==> config.mk <==
export PLATFORM = sky130hd
export DESIGN_NAME = jtag_ir_dr_scan_sequencer_unit
export DESIGN_NICKNAME = d
export VERILOG_FILES = /design/src/rtl/jids_pkg.sv /design/src/rtl/jids_front.sv /design/src/rtl/jids_queue.sv /design/src/rtl/jids_back.sv /design/src/rtl/jtag_ir_dr_scan_sequencer_unit.sv
export VERILOG_INCLUDE_DIRS = /design/src /design/src/rtl
export SDC_FILE = /design/constraint.sdc
export NUM_CORES = 1
export LEC_CHECK = 0
export ABC_AREA = 1
export BUFFER_PORTS_ARGS = -buffer_cell sky130_fd_sc_hd__buf_2
export CORE_MARGIN = 5
export CORE_UTILIZATION = 25
export DETAILED_ROUTE_END_ITERATION = 16
export PLACE_DENSITY = 0.4
export SLEW_MARGIN = 20
export SYNTH_ARGS = -nofsm -noshare
export SYNTH_HDL_FRONTEND = slang
export SYNTH_HIERARCHICAL = 1
export SYNTH_SLANG_ARGS = --single-unit
==> constraint.sdc <==
create_clock -name clk -period 2.5 [get_ports clk]
set_clock_uncertainty 0.2 [all_clocks]
set_input_delay 0 -clock clk [delete_from_list [all_inputs] [get_ports clk]]
set_output_delay 0 -clock clk [all_outputs]
set_load 0.1 [all_outputs]
==> src/rtl/jtag_ir_dr_scan_sequencer_unit_assert.svh <==
// Assertion macros shared by the RTL.
`ifndef JTAG_IR_DR_SCAN_SEQUENCER_UNIT_ASSERT_SVH
`define JTAG_IR_DR_SCAN_SEQUENCER_UNIT_ASSERT_SVH

// Antecedent implies consequent in the same cycle.
`define JIDS_ASSERT_IMPL(label, clk, rst_n, ante, cons, msg) \
	label: assert property (@(posedge clk) disable iff (!rst_n) (ante) |-> (cons)) \
		else $error(msg);

// Antecedent implies consequent in the following cycle.
`define JIDS_ASSERT_NEXT(label, clk, rst_n, ante, cons, msg) \
	label: assert property (@(posedge clk) disable iff (!rst_n) (ante) |=> (cons)) \
		else $error(msg);

`endif

==> src/rtl/jids_pkg.sv <==
`default_nettype none

package jids_pkg;

	localparam int IR_LEN_W      = 7;
	localparam int DR_LEN_W      = 13;
	localparam int CFG_DATA_W    = 13;
	localparam int CFG_INDEX_W   = 1;
	localparam int LEN_W         = 13;

	localparam logic [LEN_W-1:0] IR_MAX_BITS   = 13'd64;
	localparam logic [LEN_W-1:0] MAX_DATA_BITS = 13'd4096;

	localparam logic [CFG_INDEX_W-1:0] REG_IR_LENGTH = 1'b0;
	localparam logic [CFG_INDEX_W-1:0] REG_DR_LENGTH = 1'b1;

	localparam int QDEPTH = 4;
	localparam int QPTR_W = 2;
	localparam int QCNT_W = 3;

	// Step positions within the expanded sequence of one item.
	localparam int STEP_W = 4;
	localparam logic [STEP_W-1:0] STEP_LEAD_FIRST  = 4'd0;
	localparam logic [STEP_W-1:0] STEP_SHIFT       = 4'd4;
	localparam logic [STEP_W-1:0] STEP_DR_TAIL_END = 4'd6;
	localparam logic [STEP_W-1:0] STEP_IR_TAIL_END = 4'd8;

	typedef struct packed {
		logic lead_in;
		logic final_bit;
		logic phase;
		logic bit_val;
		logic tdo;
	} scan_desc_t;

	typedef struct packed {
		logic              full;
		logic              empty;
		logic [QCNT_W-1:0] count;
	} queue_status_t;

	function automatic logic [STEP_W-1:0] step_start(input scan_desc_t d);
		return d.lead_in ? STEP_LEAD_FIRST : STEP_SHIFT;
	endfunction

	function automatic logic [STEP_W-1:0] step_end(input scan_desc_t d);
		logic [STEP_W-1:0] e;
		if (!d.final_bit) e = STEP_SHIFT;
		else if (d.phase) e = STEP_DR_TAIL_END;
		else e = STEP_IR_TAIL_END;
		return e;
	endfunction

	// TMS level of a step; the shift step carries the final-bit flag.
	function automatic logic step_tms(input logic [STEP_W-1:0] idx, input scan_desc_t d);
		logic t;
		case (idx)
			4'd0, 4'd1: t = 1'b1;
			4'd2, 4'd3: t = 1'b0;
			4'd4:       t = d.final_bit;
			4'd5:       t = 1'b1;
			4'd6:       t = ~d.phase;
			default:    t = 1'b0;
		endcase
		return t;
	endfunction

endpackage

`default_nettype wire

==> src/rtl/jids_front.sv <==
`default_nettype none

module jids_front import jids_pkg::*; (
	input  wire logic                   clk,
	input  wire logic                   arst_n,
	input  wire logic                   in_valid,
	output logic                        in_stall,
	input  wire logic                   scan_bit,
	input  wire logic                   tdo_level,
	input  wire logic                   cfg_we,
	input  wire logic [CFG_INDEX_W-1:0] cfg_index,
	input  wire logic [CFG_DATA_W-1:0]  cfg_data,
	input  wire logic                   q_full,
	output logic                        q_push,
	output scan_desc_t                  q_desc
);

	logic [IR_LEN_W-1:0] ir_length_q;
	logic [DR_LEN_W-1:0] dr_length_q;
	logic                scan_phase_q;
	logic [LEN_W-1:0]    bit_count_q;
	logic [LEN_W-1:0]    ir_eff;
	logic [LEN_W-1:0]    dr_eff;
	logic [LEN_W-1:0]    len;
	logic [LEN_W:0]      next_count;
	logic                final_bit;

	always_comb begin
		if (ir_length_q == '0) ir_eff = 13'd1;
		else if ({6'd0, ir_length_q} > IR_MAX_BITS) ir_eff = IR_MAX_BITS;
		else ir_eff = {6'd0, ir_length_q};

		if (dr_length_q == '0) dr_eff = 13'd1;
		else if (dr_length_q > MAX_DATA_BITS) dr_eff = MAX_DATA_BITS;
		else dr_eff = dr_length_q;

		len        = scan_phase_q ? dr_eff : ir_eff;
		next_count = {1'b0, bit_count_q} + 14'd1;
		// A length lowered below the running count also ends the register.
		final_bit  = next_count >= {1'b0, len};

		q_desc.lead_in   = !scan_phase_q && (bit_count_q == '0);
		q_desc.final_bit = final_bit;
		q_desc.phase     = scan_phase_q;
		q_desc.bit_val   = scan_bit;
		q_desc.tdo       = tdo_level;
	end

	assign in_stall = q_full;
	assign q_push   = in_valid && !q_full;

	always_ff @(posedge clk or negedge arst_n) begin
		if (!arst_n) begin
			ir_length_q  <= 7'd1;
			dr_length_q  <= 13'd1;
			scan_phase_q <= 1'b0;
			bit_count_q  <= '0;
		end else begin
			if (cfg_we) begin
				case (cfg_index)
					REG_IR_LENGTH: ir_length_q <= cfg_data[IR_LEN_W-1:0];
					REG_DR_LENGTH: dr_length_q <= cfg_data[DR_LEN_W-1:0];
					default: ;
				endcase
			end
			if (q_push) begin
				if (final_bit) begin
					scan_phase_q <= ~scan_phase_q;
					bit_count_q  <= '0;
				end else begin
					bit_count_q  <= next_count[LEN_W-1:0];
				end
			end
		end
	end

endmodule

`default_nettype wire

==> src/rtl/jids_queue.sv <==
`default_nettype none

module jids_queue import jids_pkg::*; (
	input  wire logic    clk,
	input  wire logic    arst_n,
	input  wire logic    push,
	input  wire scan_desc_t push_desc,
	input  wire logic    pop,
	output scan_desc_t   head_desc,
	output queue_status_t status
);

	scan_desc_t        entry_q [QDEPTH];
	logic [QPTR_W-1:0] wr_ptr_q;
	logic [QPTR_W-1:0] rd_ptr_q;
	logic [QCNT_W-1:0] count_q;
	logic              do_pop;

	assign status.full  = count_q == QCNT_W'(QDEPTH);
	assign status.empty = count_q == '0;
	assign status.count = count_q;
	assign head_desc    = entry_q[rd_ptr_q];
	assign do_pop       = pop && !status.empty;

	always_ff @(posedge clk) begin
		if (push) entry_q[wr_ptr_q] <= push_desc;
	end

	always_ff @(posedge clk or negedge arst_n) begin
		if (!arst_n) begin
			wr_ptr_q <= '0;
			rd_ptr_q <= '0;
			count_q  <= '0;
		end else begin
			if (push) wr_ptr_q <= wr_ptr_q + QPTR_W'(1);
			if (do_pop) rd_ptr_q <= rd_ptr_q + QPTR_W'(1);
			case ({push, do_pop})
				2'b10:   count_q <= count_q + QCNT_W'(1);
				2'b01:   count_q <= count_q - QCNT_W'(1);
				default: ;
			endcase
		end
	end

endmodule

`default_nettype wire

==> src/rtl/jids_back.sv <==
`default_nettype none

module jids_back import jids_pkg::*; (
	input  wire logic clk,
	input  wire logic arst_n,
	input  wire scan_desc_t head_desc,
	input  wire logic q_empty,
	output logic      q_pop,
	output logic      out_valid,
	input  wire logic out_stall,
	output logic      tms,
	output logic      tdi,
	output logic      is_shift,
	output logic      captured_bit,
	output logic      in_data_scan,
	output logic      last
);

	scan_desc_t        cur_q;
	logic              busy_q;
	logic [STEP_W-1:0] idx_q;
	logic              out_valid_q;
	logic              tms_q, tdi_q, shift_q, cap_q, phase_q, last_q;
	logic              advance;
	logic              at_end;
	logic              shift_step;

	assign advance    = !out_valid_q || !out_stall;
	assign at_end     = idx_q == step_end(cur_q);
	assign shift_step = idx_q == STEP_SHIFT;
	// The next request is taken as the current one emits its final step.
	assign q_pop      = advance && !q_empty && (!busy_q || at_end);

	always_ff @(posedge clk or negedge arst_n) begin
		if (!arst_n) begin
			busy_q      <= 1'b0;
			idx_q       <= '0;
			out_valid_q <= 1'b0;
		end else if (advance) begin
			out_valid_q <= busy_q;
			if (busy_q && !at_end) begin
				idx_q <= idx_q + STEP_W'(1);
			end else if (q_pop) begin
				busy_q <= 1'b1;
				idx_q  <= step_start(head_desc);
			end else begin
				busy_q <= 1'b0;
			end
		end
	end

	always_ff @(posedge clk) begin
		if (q_pop) cur_q <= head_desc;
		if (advance && busy_q) begin
			tms_q   <= step_tms(idx_q, cur_q);
			tdi_q   <= shift_step ? cur_q.bit_val : 1'b1;
			shift_q <= shift_step;
			cap_q   <= shift_step ? cur_q.tdo : 1'b0;
			phase_q <= cur_q.phase;
			last_q  <= at_end;
		end
	end

	assign out_valid    = out_valid_q;
	assign tms          = tms_q;
	assign tdi          = tdi_q;
	assign is_shift     = shift_q;
	assign captured_bit = cap_q;
	assign in_data_scan = phase_q;
	assign last         = last_q;

endmodule

`default_nettype wire

==> src/rtl/jtag_ir_dr_scan_sequencer_unit.sv <==
// JTAG instruction-then-data scan sequencer.
// Input channel (in_valid/in_stall): one request per scan bit, carrying
// scan_bit and the tdo_level seen on its shift step; the ir_length
// instruction bits come first, then the dr_length data bits.
// Output channel (out_valid/out_stall): one request per TCK step with tms,
// tdi, is_shift, captured_bit, in_data_scan and last; last marks the final
// step produced by an input bit.
// Configuration: cfg_we writes cfg_data to register cfg_index (0 ir_length,
// 1 dr_length) in the same cycle; write only while the block is idle.
// Throughput is one TCK step per cycle while out_stall is low. A plain
// shift bit yields its shift step alone; the step expander adds lead-in
// steps to the first instruction bit, tail steps to the last instruction
// and data bits. When idle, a bit passes the queue and cur_q registers.
// A four-entry queue separates bit classification from step expansion, so
// inputs keep being taken while out_stall holds the output register; once
// the queue fills, in_stall rises. Reset empties the queue, drops any
// pending step and restores both lengths to 1 at the start of an
// instruction scan.
`default_nettype none

module jtag_ir_dr_scan_sequencer_unit import jids_pkg::*; (
	input  wire logic                   clk,
	input  wire logic                   arst_n,
	input  wire logic                   in_valid,
	output logic                        in_stall,
	input  wire logic                   scan_bit,
	input  wire logic                   tdo_level,
	output logic                        out_valid,
	input  wire logic                   out_stall,
	output logic                        tms,
	output logic                        tdi,
	output logic                        is_shift,
	output logic                        captured_bit,
	output logic                        in_data_scan,
	output logic                        last,
	input  wire logic                   cfg_we,
	input  wire logic [CFG_INDEX_W-1:0] cfg_index,
	input  wire logic [CFG_DATA_W-1:0]  cfg_data
);

`include "jtag_ir_dr_scan_sequencer_unit_assert.svh"

	scan_desc_t    push_desc;
	scan_desc_t    head_desc;
	queue_status_t q_status;
	logic          q_push;
	logic          q_pop;

	jids_front u_front (
		.clk       (clk),
		.arst_n    (arst_n),
		.in_valid  (in_valid),
		.in_stall  (in_stall),
		.scan_bit  (scan_bit),
		.tdo_level (tdo_level),
		.cfg_we    (cfg_we),
		.cfg_index (cfg_index),
		.cfg_data  (cfg_data),
		.q_full    (q_status.full),
		.q_push    (q_push),
		.q_desc    (push_desc)
	);

	jids_queue u_queue (
		.clk       (clk),
		.arst_n    (arst_n),
		.push      (q_push),
		.push_desc (push_desc),
		.pop       (q_pop),
		.head_desc (head_desc),
		.status    (q_status)
	);

	jids_back u_back (
		.clk          (clk),
		.arst_n       (arst_n),
		.head_desc    (head_desc),
		.q_empty      (q_status.empty),
		.q_pop        (q_pop),
		.out_valid    (out_valid),
		.out_stall    (out_stall),
		.tms          (tms),
		.tdi          (tdi),
		.is_shift     (is_shift),
		.captured_bit (captured_bit),
		.in_data_scan (in_data_scan),
		.last         (last)
	);

	`JIDS_ASSERT_IMPL(a_queue_bound, clk, arst_n, 1'b1, q_status.count <= QCNT_W'(QDEPTH), "queue count above depth")
	`JIDS_ASSERT_IMPL(a_nav_levels, clk, arst_n, out_valid && !is_shift, tdi && !captured_bit, "navigation step with bad TDI or capture")
	`JIDS_ASSERT_IMPL(a_dr_plain_last, clk, arst_n, out_valid && is_shift && !tms && in_data_scan, last, "plain data shift not marked last")
	`JIDS_ASSERT_NEXT(a_full_push, clk, arst_n, q_status.full && !q_pop, q_status.full, "queue left full state without pop")

endmodule

`default_nettype wire
==> summary.md, run 1 <==
| Metric | Value |
|---|---|
| Status | `finished with violations` |
| Violated checks | `setup timing` |
| Drt pass-1 iters | `4` |
| Post-place instance area | `~5000 sq um` |
| Synth area leaders | `dfrtp_1 26%, edfxtp_1 21%, nand2_1 12%` |
| Required time worst endpoint | `approximately 2.6 ns` |
| Worst path max stage delay | `approximately 0.37 ns` |
| RR Endpoint | `u_front/bit_count_q[6]` |
| Share of layout cells above drive strength 1 | `around a quarter` |
| Die area | `about 20,000 sq um` |
| Startpoint Class | `flop` |
| Antenna violations before repair | `0` |
| Mapped cell area | `4300 sq um` |
| Total power | `roughly 5400 uW` |
| Largest net degree at the start of global routing | `28` |
| Most frequent cells in the layout | `132 x nand2_1, 76 x inv_1, 50 x buf_4, 43 x dfrtp_1, 30 x edfxtp_1` |
| Vias in the first global route | `between 3,000 and 4,000` |
| Fin area | `between 5000 and 6000 sq um` |
| Die Y | `141 um` |
| Initial DRC Count | `~160` |
| Vias | `between 3,000 and 4,000` |
| Clk pin slew, worst setup/hold paths | `~0.06 ns` |
| Worst reg2reg path depth | `17` |
| Busiest grt layer | `met2` |
| Max Cap Viol | `0` |
| P_leak | `around 0.0028 uW` |
| Final worst slack | `-0.0789 ns` |
| Synth top area share | `a little over a quarter` |
| Worst path cell trace | `ha_2 -> nand3_4 -> nor2_4 -> nand2_2 -> nor2_4 -> xor2_2 -> ha_1 -> nand2_2 -> inv_1 -> nand2_1 -> nand3_2 -> nand2_2 -> nand2_2 -> nor2_4 -> buf_12 -> nand4_1 -> nand2_1` |
| Final nets | `~640` |
| Diodes inserted | `0` |
| GRT met2 Usage | `16.9%` |
| Placed wire-length estimate | `7130 um` |
| Async set or reset register ratio after synthesis | `between 60% and 70%` |
| Critical path class | `reg -> reg` |
| Crit path DAT | `about 2.7 ns` |
| VDD IR max | `between 0.0004 and 0.0005 V` |
| Grt met3 use | `roughly 2.4%` |
| Hold_sp | `cfg_index` |
| Hold Vio Cnt, Final | `0` |
| Yosys warning total | `6` |
| Power Density | `around 940 nW/um^2` |
| Row cnt | `between 40 and 50` |
| DRC violations left | `0` |
| Register area share after synthesis | `about 48%` |
| Clock root buffer | `clkbuf_16` |
| Flop2flop setup slack | `-0.08 ns` |
| Tmin final | `about 2.6 ns` |
| Worst-Margin Slew | `0.658 ns` |
| CTS tree | `built` |
| Final setup viols | `18` |
| Switching Fraction | `just under 40%` |
| Worst hold path depth | `5` |
| Flop pwr share | `35.0%` |
| Fmax | `just under 0.4 GHz` |
| Worst skew pair latency | `between 0.3 and 0.4 ns` |
| Synth Flop Type | `dfrtp_1` |
| Commonest non-fill, non-tap cell in the layout | `nand2_1` |
| EDFF count, synth | `30` |
| Syn_area_per_cell | `roughly 8.7 sq um` |
| Post-synth net total | `537` |
| Hold WC Path Type | `in -> reg` |
| Core area | `between 15,000 and 20,000 sq um` |
| Comb pwr share | `between 40 and 50%` |
| Wire per inst | `~12 um` |
| Slowest CP cell | `dfrtp_1` |
| Worst r2r src | `u_front/bit_count_q[0]` |
| CP Capture Type | `flop` |
| Number of I/O port buffers | `28` |
| H-tree depth | `3` |
| Top fanout value on the critical path | `7` |
| Psw | `~2100 uW` |
| Maximum root-to-sink buffer count | `2` |
| Overall die width | `141 um` |
| Max Transition Viols Final | `0` |
| Gr usage total | `a little over a tenth` |
| Worst Hold End | `u_front/ir_length_q[0]` |
| RD Place Congestion | `roughly 0.79` |
| Clock power frac | `roughly a quarter` |
| Distinct cells, synth | `37` |
| Starting Density | `between 20% and 30%` |
| Global-route wire length before repair | `around 17,000 um` |
| Global route overflow | `0` |
| Grt met1 use | `roughly 14%` |
| CP most frequent cell | `nand2_2` |
| Sink Count | `77` |
| Synthesized flop and latch total | `77` |
| Unrepaired setup endpoints after global routing | `true` |
| Area growth from synthesis to layout | `34.5%` |
| Vias per inst | `4.18` |
| Crit share post-route | `103%` |
| Yosys top cell by area | `dfrtp_1` |
| Post-DRT Antenna Nets | `0` |
| Pint | `roughly 3300 uW` |
| Slew HR | `a little under three fifths` |
| Top Ports | `29` |
| Final WL | `9810 um` |
| Mapped Cells | `slightly below 500` |
| CTS buffer count | `9` |
==> worst max-delay path, delay by kind of cell (launching register included) <==
kind / cells / cell delay [ns]
adders and majority gates: 2 / 0.48
buffers and inverters: 2 / 0.19
xor gates and xnor gates: 1 / 0.18
DFF: 1 / 0.37
and+or+nand+nor: 12 / 1.11
==> layout make-up <==
cell class,count,area [sq um]
Timing Repair Buffer,106,812
Multi-Input combinational cell,312,1980
Fill cell,1823,11300
Sequential cell,77,2080
Tap cell,225,282
Clock inverter,3,47.5
Clock buffer,13,250
Inverter,84,315
==> logic make-up (layout without fill, tap and decap cells) <==
family | count (synthesis) | in the layout | synth area share, %
mux | 5 | 5 | 1.31
simple gates | 226 | 226 | 24.2
buf+inv | 102 | 206 | 9.99
xor+xnor | 11 | 11 | 2.42
compound gates | 45 | 45 | 6.20
flops | 77 | 77 | 48.4
fa+ha+maj | 25 | 25 | 7.46
==> through the flow <==
| step | setup WS (ns) | hold WS, ns | util (%) | std cells | TNS (ns) |
|---|---|---|---|---|---|
| final | -0.0789 | 0.0192 | 33.9 | 820 | -1.03 |
| after global routing | -0.269 | 0.0598 | 33.9 | 820 | -4.26 |
| after CTS | -0.103 | 0.00916 | 33.2 | 817 | -1.28 |
| after detailed placement | -0.251 | -0.276 | 29.5 | 774 | -4.11 |
| after global placement | -0.214 | -0.287 | 29.5 | 774 | -3.60 |
| after floorplan | -0.0566 | -0.496 | - | 491 | -0.279 |
==> power groups by stage <==
stage	registers, uW	logic [uW]	clock network, uW
2_1_floorplan	2080	1340	0
3_3_place_gp	1900	2060	0
3_5_place_dp	1910	2090	0
4_1_cts	1900	2210	1370
5_1_grt	1940	2520	1420
6_report	1900	2210	1330
==> synthesized netlist by cell type (4+ instances only) <==
cell / n
ha_1: 24
clkbuf_1: 6
buf_2: 4
inv_1: 80
nand4_1: 19
inv_2: 4
o211ai_1: 11
nand2_1: 142
nor2_1: 12
xor2_1: 9
nor3_1: 5
dfrtp_1: 45
mux2_2: 5
nand3_1: 28
edfxtp_1: 30
a21oi_1: 7
buf_4: 5
o21ai_0: 21
==> routing by layer <==
metal	part of all wire [%]	vias up
met2	47	51
li1	-	1784
met5	0	-
met3	3.7	12
met1	47	1581
met4	1.8	0
==> flip-flops by register name (all words and copies together) (netlist names) <==
signal                cells
u_queue/entry_q          20
u_front/bit_count_q      13
u_front/dr_length_q      13
u_front/ir_length_q       7
u_back/cur_q              4
u_back/idx_q              4
u_queue/count_q           3
u_queue/rd_ptr_q          2
u_queue/wr_ptr_q          2
u_back/busy_q             1
u_back/captured_bit       1
u_back/in_data_scan       1
u_back/is_shift           1
u_back/last               1
u_back/out_valid          1
u_back/tdi                1
u_back/tms                1
u_front/scan_phase_q      1
==> worst max-delay path by stage <==
stage	start	to	slack, ns
after floorplan	u_front/bit_count_q[0]	u_queue/entry_q[0][3]	-0.06
after global placement	u_front/dr_length_q[8]	u_queue/entry_q[1][3]	-0.21
after detailed placement	u_front/dr_length_q[8]	u_queue/entry_q[2][3]	-0.25
after CTS	u_front/bit_count_q[0]	u_queue/entry_q[0][3]	-0.10
after global routing	u_front/dr_length_q[11]	u_front/bit_count_q[9]	-0.27
final	u_front/bit_count_q[0]	u_front/bit_count_q[6]	-0.08
==> repair_timing <==
action / in CTS / in global routing
pin swaps: 15 / 18
endpoints found under the hold margin: 80 / 0
endpoints found under the setup margin: 18 / 19
resized for setup: 18 / 17
hold buffers: 22 / 0
buffers inserted: 5 / 3
Power figures use the tool's default switching activity.
==> run 2: changes to the inputs <==
- CORE_UTILIZATION: 25 -> 55
- PLACE_DENSITY: 0.4 -> 0.76
==> run 2 against run 1 <==
  * The flow still finishes with violations (setup timing)
  * Worst setup slack got worse by 0.17 ns
  * First-iteration DRC count up 33%
  * Cell count fell by 16%
  * Count of clock-buffer cells in the layout down 2
==> summary.md, run 2 (synthesized netlist as in run 1, its figures left out) <==
| Metric | Value |
|---|---|
| Final WL | `9960 um (+1.5%)` |
| Startpoint Class | `flop` |
| Worst-Margin Slew | `0.646 ns (-0.0113 ns)` |
| Vias in the first global route | `3,629 (+7.9%)` |
| Gr usage total | `20.6% (+10 points)` |
| Violated checks | `setup timing` |
| Fmax | `0.364 GHz (-6.2%)` |
| Post-place instance area | `4760 sq um (-5.3%)` |
| Required time worst endpoint | `2.58 ns (about the same)` |
| Fill cells | `534 (-71%)` |
| Drt pass-1 iters | `4 (unchanged)` |
| Tmin final | `2.75 ns (+0.169 ns)` |
| Global-route wire length before repair | `16,200 um (-2.6%)` |
| Overall die width | `98.4 um (-30%)` |
| RD Place Congestion | `0.892 (+14%)` |
| Number of I/O port buffers | `28 (unchanged)` |
| Initial DRC Count | `211 (+33%)` |
| Diodes inserted | `0 (unchanged)` |
| Top fanout value on the critical path | `5 (-2)` |
| H-tree depth | `3 (unchanged)` |
| Final worst slack | `-0.248 ns (-0.169 ns)` |
| Sink Count | `77 (unchanged)` |
| DRC violations left | `0 (unchanged)` |
| Critical path class | `reg -> reg` |
| Slew HR | `56.8% (+0.75 points)` |
| Setup TNS | `-3.97 ns (-2.94 ns)` |
| Row cnt | `32 (-33%)` |
| Placed wire-length estimate | `6750 um (-5.4%)` |
| Slowest CP cell | `dfrtp_1` |
| Share of layout cells above drive strength 1 | `25.3% (-1.1 points)` |
| Antenna violations before repair | `0 (unchanged)` |
| Vias per inst | `5.25 (+26%)` |
| Worst path cell trace | `buf_6 -> nand3_4 -> nor3_4 -> nand2_2 -> xor2_2 -> ha_1 -> nand2_1 -> nand2_1 -> nand2_1 -> nand3_1 -> nand2_1 -> nand2_2 -> nor2_4 -> buf_6 -> nand4_1 -> nand2_1` |
| Starting Density | `56.2% (+31 points)` |
| Largest net degree at the start of global routing | `24 (-14%)` |
| Max Cap Viol | `0 (unchanged)` |
| Unrepaired setup endpoints after global routing | `true` |
| VDD IR max | `0.000423 V (-1.4%)` |
| Maximum root-to-sink buffer count | `2 (unchanged)` |
| Top Ports | `29 (unchanged)` |
| Inst Count DP | `638 (-18%)` |
| Hold Vio Cnt, Final | `0 (unchanged)` |
| Wire per inst | `14.5 um (+21%)` |
| Die Y | `98.4 um (-30%)` |
| Fin cells | `687 (-16%)` |
| CTS tree | `built` |
| Reg with most FFs | `u_queue/entry_q` |
| Core area | `7650 sq um (-55%)` |
| Worst path max stage delay | `0.37 ns (about the same)` |
| Fin area | `5430 sq um (-6.0%)` |
| CP Capture Type | `flop` |
| Vias | `3,608 (+5.3%)` |
| Status | `finished with violations` |
| CP most frequent cell | `nand2_1` |
| CTS buffer count | `9 (unchanged)` |
| Crit share post-route | `110% (+6.8 points)` |
| Die area | `9680 sq um (-51%)` |
| Largest registers | `u_queue/entry_q x20, u_front/bit_count_q x13, u_front/dr_length_q x13` |
| Worst skew pair latency | `0.36 ns (+0.02 ns)` |
| Commonest non-fill, non-tap cell in the layout | `nand2_1` |
| Max Transition Viols Final | `0 (unchanged)` |
| Clock root buffer | `clkbuf_8` |
| Global route overflow | `0 (unchanged)` |
| Area growth from synthesis to layout | `26.4%` |
| Final nets | `626 (-1.6%)` |
| Power Density | `926 nW/um^2 (-1.8%)` |
| Number of flip-flops in the largest register | `20 (unchanged)` |
| Fin util | `71.0% (+37 points)` |
| Clk pin slew, worst setup/hold paths | `0.09 ns (+0.03 ns)` |
| Crit path DAT | `2.83 ns (+0.18 ns)` |
| Final setup viols | `18 (unchanged)` |
| P_leak | `0.00271 uW (-3.8%)` |
| Post-DRT Antenna Nets | `0 (unchanged)` |
| Most frequent cells in the layout | `133 x nand2_1, 78 x inv_1, 41 x dfrtp_1, 39 x buf_4, 30 x edfxtp_1` |
| Hold WC Path Type | `in -> async` |
-- run 2: changes by cell type in the layout (fill, tap and decap cells not counted), moves of 2 or more --
| cell | change |
|---|---|
| ha_1 | -2 |
| buf_4 | -11 |
| clkinv_4 | -2 |
| clkinv_2 | +3 |
| dfrtp_2 | +2 |
| clkbuf_8 | +8 |
| clkbuf_16 | -8 |
| dfrtp_1 | -2 |
| inv_1 | +2 |
| clkbuf_1 | -2 |
| inv_2 | -2 |
-- run 2: final cells by class --
type	instances	area, sq um	share of cell area, %
Clock buffer	11	153	2.81
Clock inverter	5	31.3	0.576
Inverter	84	315	5.81
Multi-Input combinational cell	312	1980	36.6
Sequential cell	77	2090	38.4
Tap cell	102	128	2.35
Timing Repair Buffer	96	731	13.5
-- run 2: stage by stage --
step	hold slack [ns]	setup WS, ns	power [uW]
final	0.0335	-0.248	5020
after global routing	0.0397	-0.386	5400
after CTS	0.00377	-0.118	4910
after detailed placement	-0.279	-0.203	3940
after global placement	-0.284	-0.154	3820
after floorplan	-0.496	-0.0566	3430
-- run 2: worst paths after layout --
kind | slack [ns] | end | cells after the start | startpoint
max | -0.25 | u_front/bit_count_q[11] | 16 | u_front/bit_count_q[0]
min | 0.03 | u_front/ir_length_q[3] | 3 | arst_n
max reg2reg | -0.25 | u_front/bit_count_q[11] | 16 | u_front/bit_count_q[0]
min reg2reg | 0.29 | u_queue/count_q[2] | 2 | u_queue/count_q[2]
max in group asynchronous | 1.06 | u_back/out_valid | 3 | arst_n
min in group clk | 0.04 | u_front/ir_length_q[5] | 4 | cfg_index
-- run 2: worst max-delay path: cells and delay by family (launching register included) --
family                     cells  cell delay, ns
xor gates and xnor gates       1            0.17
DFF                            1            0.37
buffers and inverters          2            0.26
and+or+nand+nor               12            1.36
adders and majority gates      1            0.31
-- run 2: power by group --
group | internal [uW] | switching (uW)
combinational | 818 | 1400
sequential | 1680 | 235
clock | 420 | 465
total | 2920 | 2100
-- run 2: repair_timing --
item,CTS,global route
hold buffers,23,0
endpoints found under the hold margin,88,0
endpoints found under the setup margin,18,20
gates resized for setup,13,23
setup buffers,5,5
pin swaps,23,26
-- run 2: metal layers --
metal | GRT usage, % | vias up | wire length [um]
met5 | 0 | - | 0
met4 | 10.7 | 0 | 327
met3 | 3.36 | 28 | 449
met2 | 36.8 | 114 | 5240
met1 | 23.7 | 1708 | 3940
li1 | - | 1758 | -
